[src/sv/assert_macros.svh]
// Assertion macros shared by the decoder RTL
`ifndef ASSERT_MACROS_SVH
`define ASSERT_MACROS_SVH

// check that a property holds on every clock edge out of reset
`define MTD_ASSERT(lbl, clk, rst_n, prop, msg) \
  lbl: assert property (@(posedge clk) disable iff (!rst_n) prop) else $error(msg);

// check that a condition never holds out of reset
`define MTD_NEVER(lbl, clk, rst_n, cond, msg) \
  lbl: assert property (@(posedge clk) disable iff (!rst_n) !(cond)) else $error(msg);

`endif

[src/sv/mtd_pkg.sv]
// Types and constants for the magnetic stripe track decoder
`timescale 1ns / 1ps
package mtd_pkg;

  typedef enum logic [2:0] {
    CFG_BITS_PER_CHAR  = 3'd0,
    CFG_PARITY_INIT    = 3'd1,
    CFG_START_CODE     = 3'd2,
    CFG_SEPARATOR_CODE = 3'd3,
    CFG_END_CODE       = 3'd4,
    CFG_MAX_CODE       = 3'd5,
    CFG_ASCII_OFFSET   = 3'd6,
    CFG_MAX_CHARS      = 3'd7
  } cfg_idx_t;

  typedef enum logic [2:0] {
    KIND_DATA      = 3'd0,
    KIND_START     = 3'd1,
    KIND_SEPARATOR = 3'd2,
    KIND_END       = 3'd3,
    KIND_LRC_OK    = 3'd4,
    KIND_PARITY    = 3'd5,
    KIND_BAD_CODE  = 3'd6,
    KIND_OVERFLOW  = 3'd7
  } kind_t;

  typedef enum logic [1:0] {
    PHASE_WAIT_START = 2'd0,
    PHASE_WAIT_SEP   = 2'd1,
    PHASE_WAIT_END   = 2'd2,
    PHASE_WAIT_LRC   = 2'd3
  } phase_t;

  localparam int CfgDataW = 8;
  localparam int CfgIdxW  = 3;

  localparam logic [3:0] BPC_RST     = 4'd5;
  localparam logic       PARITY_RST  = 1'b1;
  localparam logic [6:0] START_RST   = 7'd11;
  localparam logic [6:0] SEP_RST     = 7'd13;
  localparam logic [6:0] END_RST     = 7'd15;
  localparam logic [6:0] MAXCODE_RST = 7'd15;
  localparam logic [7:0] OFFSET_RST  = 8'd48;
  localparam logic [6:0] MAXCHAR_RST = 7'd39;

  localparam logic [3:0]  BPC_MIN  = 4'd2;
  localparam logic [3:0]  BPC_MAX  = 4'd8;
  localparam logic [10:0] BITS_SAT = 11'd2047;

  typedef struct packed {
    logic [3:0] bits_per_char;
    logic       parity_init;
    logic [6:0] start_code;
    logic [6:0] separator_code;
    logic [6:0] end_code;
    logic [6:0] max_code;
    logic [7:0] ascii_offset;
    logic [6:0] max_chars;
  } cfg_t;

  typedef struct packed {
    logic       vld;
    kind_t      kind;
    logic [7:0] ch;
  } res_t;

endpackage

[src/sv/mtd_cfg.sv]
// Configuration register bank of the track decoder
`timescale 1ns / 1ps
module mtd_cfg (
  input  logic                            clk,
  input  logic                            rst_n,
  input  logic                            cfg_wr_en,
  input  logic [mtd_pkg::CfgIdxW-1:0]     cfg_index,
  input  logic [mtd_pkg::CfgDataW-1:0]    cfg_wdata,
  output mtd_pkg::cfg_t                   cfg
);
  import mtd_pkg::*;

  cfg_t cfg_r;
  cfg_t cfg_nxt;

  always_comb begin
    cfg_nxt = cfg_r;
    if (cfg_wr_en) begin
      case (cfg_idx_t'(cfg_index))
        CFG_BITS_PER_CHAR:  cfg_nxt.bits_per_char  = cfg_wdata[3:0];
        CFG_PARITY_INIT:    cfg_nxt.parity_init    = cfg_wdata[0];
        CFG_START_CODE:     cfg_nxt.start_code     = cfg_wdata[6:0];
        CFG_SEPARATOR_CODE: cfg_nxt.separator_code = cfg_wdata[6:0];
        CFG_END_CODE:       cfg_nxt.end_code       = cfg_wdata[6:0];
        CFG_MAX_CODE:       cfg_nxt.max_code       = cfg_wdata[6:0];
        CFG_ASCII_OFFSET:   cfg_nxt.ascii_offset   = cfg_wdata[7:0];
        CFG_MAX_CHARS:      cfg_nxt.max_chars      = cfg_wdata[6:0];
        default:            cfg_nxt = cfg_r;
      endcase
    end
  end

  always_ff @(posedge clk) begin
    if (!rst_n) begin
      cfg_r.bits_per_char  <= BPC_RST;
      cfg_r.parity_init    <= PARITY_RST;
      cfg_r.start_code     <= START_RST;
      cfg_r.separator_code <= SEP_RST;
      cfg_r.end_code       <= END_RST;
      cfg_r.max_code       <= MAXCODE_RST;
      cfg_r.ascii_offset   <= OFFSET_RST;
      cfg_r.max_chars      <= MAXCHAR_RST;
    end else begin
      cfg_r <= cfg_nxt;
    end
  end

  assign cfg = cfg_r;

endmodule

[src/sv/mtd_decode.sv]
// Character assembly, parity, framing and LRC state of the track decoder
`timescale 1ns / 1ps
`include "assert_macros.svh"
module mtd_decode #(
  parameter int MAX_BITS = 1024,
  parameter int MIN_CODE = 0
) (
  input  logic          clk,
  input  logic          rst_n,
  input  mtd_pkg::cfg_t cfg,
  input  logic          go,
  input  logic          bit_in,
  input  logic          first_bit,
  output mtd_pkg::res_t res
);
  import mtd_pkg::*;

  localparam logic [10:0] BitLimit = 11'(MAX_BITS);
  localparam logic [6:0]  CodeMin  = 7'(MIN_CODE);

  logic [2:0]  pos_r, pos_nxt, cur_pos;
  logic [6:0]  acc_r, acc_nxt, cur_acc;
  logic        par_r, par_nxt, cur_par;
  phase_t      phase_r, phase_nxt, cur_phase;
  logic [6:0]  lrc_r, lrc_nxt, cur_lrc;
  logic [6:0]  cnt_r, cnt_nxt, cur_cnt;
  logic [10:0] tbs_r, tbs_nxt, cur_tbs;
  logic        firstc_r, firstc_nxt, cur_firstc;
  logic        halted_r, halted_nxt, cur_halted;
  logic [3:0]  bpc;
  logic [2:0]  data_bits;
  res_t        res_c;

  always_comb begin
    if (first_bit) begin
      cur_pos    = '0;
      cur_acc    = '0;
      cur_par    = cfg.parity_init;
      cur_phase  = PHASE_WAIT_START;
      cur_lrc    = '0;
      cur_cnt    = '0;
      cur_tbs    = '0;
      cur_firstc = 1'b1;
      cur_halted = 1'b0;
    end else begin
      cur_pos    = pos_r;
      cur_acc    = acc_r;
      cur_par    = par_r;
      cur_phase  = phase_r;
      cur_lrc    = lrc_r;
      cur_cnt    = cnt_r;
      cur_tbs    = tbs_r;
      cur_firstc = firstc_r;
      cur_halted = halted_r;
    end

    if (cfg.bits_per_char < BPC_MIN) begin
      bpc = BPC_MIN;
    end else if (cfg.bits_per_char > BPC_MAX) begin
      bpc = BPC_MAX;
    end else begin
      bpc = cfg.bits_per_char;
    end
    data_bits = 3'(bpc - 4'd1);

    pos_nxt    = cur_pos;
    acc_nxt    = cur_acc;
    par_nxt    = cur_par;
    phase_nxt  = cur_phase;
    lrc_nxt    = cur_lrc;
    cnt_nxt    = cur_cnt;
    tbs_nxt    = cur_tbs;
    firstc_nxt = cur_firstc;
    halted_nxt = cur_halted;
    res_c      = '0;

    if (!cur_halted) begin
      if (cur_pos == 3'd0 && cur_tbs >= BitLimit) begin
        halted_nxt = 1'b1;
      end else begin
        if (cur_tbs != BITS_SAT) begin
          tbs_nxt = cur_tbs + 11'd1;
        end
        if (cur_pos < data_bits) begin
          acc_nxt = cur_acc | (7'(bit_in) << cur_pos);
          par_nxt = cur_par ^ bit_in;
          pos_nxt = cur_pos + 3'd1;
        end else begin
          res_c.vld = 1'b1;
          if (cur_par != bit_in) begin
            res_c.kind = KIND_PARITY;
            halted_nxt = 1'b1;
          end else if (cur_acc == cfg.start_code && cur_phase == PHASE_WAIT_START
                       && cur_firstc) begin
            res_c.kind = KIND_START;
            phase_nxt  = PHASE_WAIT_SEP;
          end else if (cur_acc == cfg.separator_code && cur_phase == PHASE_WAIT_SEP) begin
            res_c.kind = KIND_SEPARATOR;
            phase_nxt  = PHASE_WAIT_END;
          end else if (cur_acc == cfg.end_code && cur_phase == PHASE_WAIT_END) begin
            res_c.kind = KIND_END;
            phase_nxt  = PHASE_WAIT_LRC;
          end else if (cur_phase == PHASE_WAIT_LRC) begin
            res_c.kind = (cur_acc == cur_lrc) ? KIND_LRC_OK : KIND_BAD_CODE;
            halted_nxt = 1'b1;
          end else if (cur_acc >= CodeMin && cur_acc <= cfg.max_code) begin
            if (cur_cnt < cfg.max_chars) begin
              res_c.kind = KIND_DATA;
              res_c.ch   = {1'b0, cur_acc} + cfg.ascii_offset;
              cnt_nxt    = cur_cnt + 7'd1;
            end else begin
              res_c.kind = KIND_OVERFLOW;
              halted_nxt = 1'b1;
            end
          end else begin
            res_c.kind = KIND_BAD_CODE;
            halted_nxt = 1'b1;
          end
          if (res_c.kind == KIND_DATA || res_c.kind == KIND_START
              || res_c.kind == KIND_SEPARATOR || res_c.kind == KIND_END) begin
            lrc_nxt = cur_lrc ^ cur_acc;
          end
          pos_nxt    = '0;
          acc_nxt    = '0;
          par_nxt    = cfg.parity_init;
          firstc_nxt = 1'b0;
        end
      end
    end
  end

  always_ff @(posedge clk) begin
    if (!rst_n) begin
      pos_r    <= '0;
      acc_r    <= '0;
      par_r    <= PARITY_RST;
      phase_r  <= PHASE_WAIT_START;
      lrc_r    <= '0;
      cnt_r    <= '0;
      tbs_r    <= '0;
      firstc_r <= 1'b1;
      halted_r <= 1'b0;
    end else if (go) begin
      pos_r    <= pos_nxt;
      acc_r    <= acc_nxt;
      par_r    <= par_nxt;
      phase_r  <= phase_nxt;
      lrc_r    <= lrc_nxt;
      cnt_r    <= cnt_nxt;
      tbs_r    <= tbs_nxt;
      firstc_r <= firstc_nxt;
      halted_r <= halted_nxt;
    end
  end

  assign res = res_c;

  `MTD_NEVER(a_halted_silent, clk, rst_n, halted_r && !first_bit && res_c.vld, "result while halted")
  `MTD_ASSERT(a_halt_sticky, clk, rst_n, go && halted_r && !first_bit |=> halted_r, "halt cleared without first bit")

endmodule

[src/sv/magstripe_track_decoder_top.sv]
// Top level of the magnetic stripe track decoder
//
//   channel | ports                                   | direction
//   --------+-----------------------------------------+----------
//   in      | in_valid in_stall in_bit_in in_first_bit | one stripe bit per word
//   out     | out_valid out_stall out_kind out_char_out | one word per character
//   cfg     | cfg_wr_en cfg_index cfg_wdata            | register writes
//
// One stripe bit per cycle while in_stall is low: a bit is held in the input register,
// and the decode logic updates the track state and loads the result register from it.
// rst_n is synchronous; it restores register defaults and clears the track state.
// in_stall rises only when a character result is ready and the result register
// still holds an untaken word; bits that complete no character pass regardless.
`timescale 1ns / 1ps
`include "assert_macros.svh"
module magstripe_track_decoder_top #(
  parameter int MAX_BITS = 1024,
  parameter int MIN_CODE = 0
) (
  input  logic                         clk,
  input  logic                         rst_n,
  input  logic                         in_valid,
  output logic                         in_stall,
  input  logic                         in_bit_in,
  input  logic                         in_first_bit,
  output logic                         out_valid,
  input  logic                         out_stall,
  output logic [2:0]                   out_kind,
  output logic [7:0]                   out_char_out,
  input  logic                         cfg_wr_en,
  input  logic [mtd_pkg::CfgIdxW-1:0]  cfg_index,
  input  logic [mtd_pkg::CfgDataW-1:0] cfg_wdata
);
  import mtd_pkg::*;

  cfg_t       cfg;
  res_t       res;
  logic       s1_valid_r;
  logic       s1_bit_r;
  logic       s1_first_r;
  logic       out_valid_r;
  kind_t      out_kind_r;
  logic [7:0] out_char_r;
  logic       out_free;
  logic       go;
  logic       in_take;

  mtd_cfg u_cfg (
    .clk       (clk),
    .rst_n     (rst_n),
    .cfg_wr_en (cfg_wr_en),
    .cfg_index (cfg_index),
    .cfg_wdata (cfg_wdata),
    .cfg       (cfg)
  );

  mtd_decode #(
    .MAX_BITS (MAX_BITS),
    .MIN_CODE (MIN_CODE)
  ) u_decode (
    .clk       (clk),
    .rst_n     (rst_n),
    .cfg       (cfg),
    .go        (go),
    .bit_in    (s1_bit_r),
    .first_bit (s1_first_r),
    .res       (res)
  );

  assign out_free = !out_valid_r || !out_stall;
  assign go       = s1_valid_r && (!res.vld || out_free);
  assign in_stall = s1_valid_r && !go;
  assign in_take  = in_valid && !in_stall;

  always_ff @(posedge clk) begin
    if (!rst_n) begin
      s1_valid_r  <= 1'b0;
      out_valid_r <= 1'b0;
    end else begin
      if (!s1_valid_r || go) begin
        s1_valid_r <= in_take;
      end
      if (out_free) begin
        out_valid_r <= go && res.vld;
      end
    end
  end

  always_ff @(posedge clk) begin
    if (in_take) begin
      s1_bit_r   <= in_bit_in;
      s1_first_r <= in_first_bit;
    end
    if (go && res.vld) begin
      out_kind_r <= res.kind;
      out_char_r <= res.ch;
    end
  end

  assign out_valid    = out_valid_r;
  assign out_kind     = out_kind_r;
  assign out_char_out = out_char_r;

  `MTD_ASSERT(a_char_zero, clk, rst_n, out_valid_r && out_kind_r != KIND_DATA |-> out_char_r == 8'd0, "nonzero char on non-data word")
  `MTD_ASSERT(a_s1_hold, clk, rst_n, s1_valid_r && !go |=> s1_valid_r && $stable(s1_bit_r) && $stable(s1_first_r), "held bit lost")
  `MTD_NEVER(a_no_overwrite, clk, rst_n, go && res.vld && out_valid_r && out_stall, "result register overwritten")

endmodule

[config.mk]
export PLATFORM = sky130hd
export DESIGN_NAME = magstripe_track_decoder_top
export DESIGN_NICKNAME = d
export VERILOG_FILES = /design/src/sv/mtd_pkg.sv /design/src/sv/mtd_cfg.sv /design/src/sv/mtd_decode.sv /design/src/sv/magstripe_track_decoder_top.sv
export VERILOG_INCLUDE_DIRS = /design/src /design/src/sv
export SDC_FILE = /design/constraint.sdc
export NUM_CORES = 1
export LEC_CHECK = 0
export BUFFER_PORTS_ARGS = -buffer_cell sky130_fd_sc_hd__buf_2
export CORE_AREA = 2 2 118 120
export CTS_CLUSTER_SIZE = 20
export DETAILED_ROUTE_END_ITERATION = 8
export DIE_AREA = 0 0 120 122
export SETUP_SLACK_MARGIN = 0.15
export SYNTH_ARGS = -nofsm -noshare
export SYNTH_HDL_FRONTEND = slang
export SYNTH_SLANG_ARGS = --single-unit
[constraint.sdc]
create_clock -name clk -period 5.1 [get_ports clk]
set_input_delay 0.765 -clock clk [delete_from_list [all_inputs] [get_ports clk]]
set_output_delay 0.765 -clock clk [all_outputs]
set_load 0.05 [all_outputs]
**After elaboration in Yosys (flattened, before gate mapping)**

Index checks and enable logic that the tools add are counted.
Widths: inputs -> output; s select.

- Register bits: 103
- Output and inout port bits: 13
- Word-level logic and storage cells: 174

- Add/sub/neg operators: 5
- Order comparisons: 7
- Equality and inequality tests: 19
- Shift-type cells: 1
- Muxes and demuxes: 78
- Bitwise operators: 5
- Reduce and logical (&&, ||, !) cells: 36

Operator list:

| cell | number |
|---|---|
| $mux 7 | 20 |
| $mux 8 | 7 |
| $mux 3 | 16 |
| $mux 11 | 4 |
| $mux 12 | 3 |
| $eq 7x7->1 | 4 |
| $mux 1 | 19 |
| $mux 2 | 9 |
| $reduce_and 2->1 | 8 |
| $eq 3x2->1 const B | 4 |
| $eq 3x3->1 const B | 4 |
| $add 11x1->11 const B | 1 |
| $ge 11x11->1 const B | 1 |
| $ne 11x11->1 const B | 1 |
| $logic_and 1x1->1 | 10 |
| $reduce_or 10->1 | 1 |
| $logic_not 3->1 | 3 |
| $add 7x8->8 | 1 |
| $add 7x1->7 const B | 1 |
| $ge 7x1->1 const B | 1 |
| $le 7x7->1 | 1 |
| $lt 7x7->1 | 1 |
| $or 7x7->7 | 1 |
| $shl 1x3->7 | 1 |
| 16 further kinds | 29 |

**Logic depth before layout (Yosys ltp)**

- Word-level depth: 22
- Mapped depth: 16
- Mapped depth without buffers: 12

**By module**

From an unflattened synthesis, not the netlist that was laid out.

- Cell total of the unflattened synthesis: 724
- Area total of the unflattened synthesis: 6138.4 um^2

Modules (own cells, without submodules):

| module | times used | cells an instance | area each (um^2) | sequential area each (um^2) |
|---|---|---|---|---|
| mtd_decode | 1 | 521 | 3774.9 | 800.8 |
| mtd_cfg | 1 | 179 | 1878.1 | 960.9 |
| magstripe_track_decoder_top | 1 | 24 | 485.5 | 430.4 |

**Worst setup path before layout**

No wires, ideal clock.

- Path kind: register -> register
- From: register s1_first_r
- To: register u_decode.cnt_r[1]
- Library setup time: 0.074 ns
- Arrival time: 3.726 ns
- Data required time: 5.026 ns
- Path slack: 1.299 ns
- Cell stages (with the launch flop): 17
- Buffers on the path: 6
- Path through: edfxtp_1 buf_6 buf_4 clkbuf_1 clkbuf_1 clkbuf_1 nor2b_1 ha_1 a21o_1 a21o_1 a21oi_1 inv_1 a211o_1 or3_1 buf_6 or4_1 a31oi_1

- Word-level cells in the longest chain between the ends: 12
- Elaborated cells between the ends (all ways): 45
- Those cells by class: add/sub (1); order compare (5); eq/ne (7); mux (21); reduce/logical (11)

Ends and longest elaborated chain:

| what | line | text |
|---|---|---|
| start: declaration | magstripe_track_decoder_top.sv:40 | `logic s1_first_r;` |
| start signal: assignment | magstripe_track_decoder_top.sv:92 | `s1_first_r <= in_first_bit;` |
| $mux 7 | mtd_decode.sv:35 | `if (first_bit) begin` |
| $add 7x1->7 (tied with other cells) | mtd_decode.sv:110 | `cnt_nxt = cur_cnt + 7'd1;` |
| $mux 7 or $logic_and 1x1->1 (tied branches) | mtd_decode.sv:107, mtd_decode.sv:106 |  |
| $mux 7 | mtd_decode.sv:106 | `end else if (cur_acc >= CodeMin && cur_acc <= cfg.max_code) begin` |
| $mux 7 | mtd_decode.sv:103 | `end else if (cur_phase == PHASE_WAIT_LRC) begin` |
| $mux 7 | mtd_decode.sv:100 | `end else if (cur_acc == cfg.end_code && cur_phase == PHASE_WAIT_END) begin` |
| $mux 7 | mtd_decode.sv:97 | `end else if (cur_acc == cfg.separator_code && cur_phase == PHASE_WAIT_SEP) begin` |
| $mux 7 | mtd_decode.sv:93 | `end else if (cur_acc == cfg.start_code && cur_phase == PHASE_WAIT_START` |
| $mux 7 | mtd_decode.sv:90 | `if (cur_par != bit_in) begin` |
| $mux 7 | mtd_decode.sv:84 | `if (cur_pos < data_bits) begin` |
| $mux 7 | mtd_decode.sv:78 | `if (cur_pos == 3'd0 && cur_tbs >= BitLimit) begin` |
| $mux 7 | mtd_decode.sv:77 | `if (!cur_halted) begin` |
| end signal: assignment | mtd_decode.sv:149 | `cnt_r <= cnt_nxt;` |
| end: declaration | mtd_decode.sv:26 | `logic [6:0] cnt_r, cnt_nxt, cur_cnt;` |

Several ways; a longest one is shown, not always the timed one.
A chain may end at the register's enable or synchronous reset.

**Worst setup path in the final report**

- From: register u_cfg.cfg_r (netlist bit u_cfg.cfg[45])
- To: output in_stall

- Word-level cells in the longest chain between the ends: 13
- Elaborated cells between the ends (all ways): 14
- Those cells by class: add/sub (1); order compare (3); mux (5); reduce/logical (5)

Ends and longest elaborated chain:

| what | line | text |
|---|---|---|
| start: declaration | mtd_cfg.sv:13 | `cfg_t cfg_r;` |
| start signal: assignment | mtd_cfg.sv:44 | `cfg_r <= cfg_nxt;` |
| $gt 4x4->1 | mtd_decode.sv:59 | `end else if (cfg.bits_per_char > BPC_MAX) begin` |
| $mux 3 | mtd_decode.sv:59 |  |
| $mux 3 (*) | mtd_decode.sv:57 | `if (cfg.bits_per_char < BPC_MIN) begin` |
| $sub 3x1->3 (*) | mtd_decode.sv:64 | `data_bits = 3'(bpc - 4'd1);` |
| $lt 3x3->1 (*) | mtd_decode.sv:84 |  |
| $mux 12 (*) | mtd_decode.sv:84 |  |
| $mux 12 (*) | mtd_decode.sv:78 |  |
| $mux 12 (*) | mtd_decode.sv:77 |  |
| $logic_not 1->1 (*) | magstripe_track_decoder_top.sv:71 | `assign go = s1_valid_r && (!res.vld \|\| out_free);` |
| $logic_or 1x1->1 (*) | magstripe_track_decoder_top.sv:71 |  |
| $logic_and 1x1->1 (*) | magstripe_track_decoder_top.sv:71 |  |
| $logic_not 1->1 (*) | magstripe_track_decoder_top.sv:72 | `assign in_stall = s1_valid_r && !go;` |
| $logic_and 1x1->1 (*) | magstripe_track_decoder_top.sv:72 |  |
| end: declaration | magstripe_track_decoder_top.sv:23 | `output logic in_stall,` |

Every way passes the cells marked *; elsewhere a longest branch is shown, timed or not.

==> impl_metrics.tcl <==
set metrics [dict create \
    hp-class "flip-flop to flip-flop" \
    max_cap_viol_count 0 \
    core-area_sq_um 13500 \
    startpoint_type "flip-flop" \
    cts_resized 0 \
    syn-num-nets 767 \
    grt_pass1_wl_um 25800 \
    cts_root_buf "clkbuf_16" \
    hold_start "u_cfg.cfg[21]" \
    postLayoutCoreUtil_pct 47.3 \
    totalWireLength_um 16000 \
    cts_buffers 9 \
    yosysTopAreaCellShare_pct 30.7 \
    max-vdd-ir-drop_mv 0.126 \
    first_pass_iters 5 \
    finalSetupViolations 0 \
    cp_cell_sequence "or2_2, nand3_1, ha_1, xnor2_1, ha_1, nand2_1, o21ai_1, nand3_1, nor2_1, buf_2" \
    nets 773 \
    p_leak_nw 2.37 \
    slew_headroom_pct 24.4 \
    avgSynthCellArea_sq_um 8.04 \
    ctsHoldBuffers 0 \
    wl_per_cell_um 17.3 \
    drt_iter0_markers 450 \
    layoutNonFillerInstCount 922 \
    fin_crit_ns 3.66 \
    synth_seq_cells 103 \
    port_buffers 30 \
    power_density_nw_per_um2 265 \
    crit_path_end_kind "primary output" \
    drc_errors 0 \
    synth.cell_area_sq_um 5880 \
    cts.sink_count 103 \
    antenna_cells 0 \
    crit_type "flip-flop to primary output" \
    syn_inst 731 \
    cp-startpoint "u_cfg.cfg[45]" \
    cp.buffers_inverters 1 \
    ant_nets 0 \
    synth_flop_cell "dfxtp_1" \
    synth_edf_count 13 \
    skew_ns 0.0109 \
    crit_path_top_delay_cell "o21ai_1" \
    wl_met3_um 633 \
    crit_family "simple AND/OR/NAND/NOR gates" \
    cts_setup_buffers 0 \
    cts_tree "yes" \
    routed.top_layer "met4" \
    grt.overflow.total 0 \
    synth_top_area_cell "dfxtp_1" \
    cp_slowest_stage_delay_ns 0.52 \
    synth_area_leaders "dfxtp_1, nand2_1, edfxtp_1" \
    setup_tns_ns 0 \
    cts_max_level 3 \
    cts_buffer_depth 2 \
    wl_met1_um 7190 \
    seq_area_frac_synth_pct 37.3 \
    clk_latency_ns 0.36 \
    slew_violations 0 \
    p_clk_share_pct 39.7 \
    die_h_um 122 \
    syn2layout_area_growth_pct 8.77 \
    pwr-share-comb_pct 9.7 \
    hpwl_um 11400 \
    p_sw_share_pct 26.3 \
    worst_pin_slew_ns 1.13 \
    fmax_mhz 273 \
    via_count 5342 \
    p_switching_mw 0.446 \
    layout_worst_path_cycle_share_pct 71.7 \
    wl_met2_um 7720 \
    post_synth_num_cell_types 69 \
    num_io_pins 31 \
    synth-warning-count 0 \
    avgViaCountPerCell 5.79 \
    seq_power_share_pct 50.7 \
    drive_above_1_share_pct 9.03 \
    crit_path_max_fanout 9 \
    grt_max_degree 63 \
    async_reset_ff_share_pct 0 \
    required_ns 4.34 \
    p_int_mw 1.25 \
    path_clk_slew_ns 0.07 \
    rows 43 \
    dieArea_sq_um 14600 \
    grt_pass1_vias 4988 \
    status "finished clean" \
    critPathArrivalTime_ns 2.89 \
    start_util_pct 43.5 \
    placed_cells 906 \
    finalHoldViolations 0 \
    die_x_um 120 \
    reg2reg_from "s1_first_r" \
    gr-usage-all-layers_pct 22.5 \
    gp_congestion 0.895 \
    rsz0062_at_grt "false" \
    antenna_found_initial 0 \
]
## kinds of logic after synthesis
kind of cell	share of synthesized area [%]
simple gates	25.7
compound gates	19.1
flops	37.3
buf+inv	5.34
xor+xnor	5.66
fa+ha+maj	4.34
mux	2.45
## layer usage
layer	up-vias	track usage (%)
met5	-	0
met4	0	9.41
met3	30	3.00
met2	144	38.5
met1	2541	28.6
li1	2627	-
## state kept, by name, summed over array words and instances (netlist names), 2 cells and up
signal,flops
u_decode.tbs_r,11
out_char_out,8
u_cfg.cfg,48
u_decode.cnt_r,7
u_decode.acc_r,7
out_kind,3
u_decode.phase_r,2
u_decode.lrc_r,7
u_decode.pos_r,3
## per-stage QoR
stage / hold slack (ns) / setup WS (ns) / total power, mW / instance area, sq um
floorplan: 0.432 / 1.30 / 0.988 / 5880
global placement: 0.446 / 1.67 / 1.04 / 6110
detailed placement: 0.450 / 1.51 / 1.04 / 6110
CTS: 0.460 / 1.46 / 1.70 / 6390
global route: 0.481 / 1.15 / 1.76 / 6390
finish: 0.458 / 1.44 / 1.69 / 6390
## synthesized netlist by cell type, types with 3 or more instances
library cell,count
nand2_1,118
dfxtp_1,90
nor2_1,71
a21oi_1,63
inv_1,36
clkbuf_1,29
xnor2_1,24
nand3_1,22
ha_1,18
o21ai_0,17
nor2b_1,16
nand4_1,15
o211ai_1,15
a31oi_1,14
xor2_1,14
edfxtp_1,13
mux2i_1,11
a22oi_1,9
nor4_1,9
nor4bb_1,9
nor3_1,8
o32ai_1,8
a311o_1,7
nand2b_1,7
a21o_1,5
buf_2,5
nor4b_1,5
or2_2,5
and3_1,4
o21a_1,4
a31o_2,3
a32oi_1,3
maj3_1,3
o2111ai_1,3
o21ai_1,3
o22ai_1,3
## cell usage in the layout, fill, tap and decap left out, types with 7 or more instances in the layout
cell type and instances:
nor4_1 9, o211ai_1 15, clkbuf_16 10, o32ai_1 8
nor3_1 8, inv_1 36, buf_2 30, nor2_1 71
nand2_1 118, a21oi_1 63, dfxtp_1 90, nor2b_1 16
mux2i_1 11, a311o_1 7, nand3_1 22, nor4bb_1 9
xnor2_1 24, edfxtp_1 13, a22oi_1 9, nand4_1 15
o21ai_0 17, xor2_1 14, a31oi_1 14, ha_1 18
nand2b_1 7
## worst paths after layout
check | to | slack (ns) | depth (start not counted)
setup / recovery | in_stall | 1.44 | 10
hold / removal | u_cfg.cfg[21] | 0.46 | 2
setup reg to reg | u_decode.cnt_r[1] | 1.48 | 10
hold reg to reg | u_cfg.cfg[21] | 0.46 | 2
## power by group through the flow
stage	Sequential, mW	Clock (mW)	Combinational [mW]
floorplan	0.878	0	0.109
global placement	0.876	0	0.160
detailed placement	0.876	0	0.161
CTS	0.858	0.684	0.162
global route	0.860	0.722	0.180
finish	0.858	0.672	0.163
## tightest hold or removal path, stage by stage, from the launching register on
cell and delay (ns):
dfxtp_1 0.31, nand2_1 0.05, a21oi_1 0.05
## final cells by class
type,instances,area (sq um)
multi-input combinational,552,3370
inverter,37,139
clock inverter,5,31.3
timing repair buffer,34,180
sequential,103,2190
clock buffer,11,254
tap,180,225
fill,1335,7110
Power figures use the tool's default switching activity.
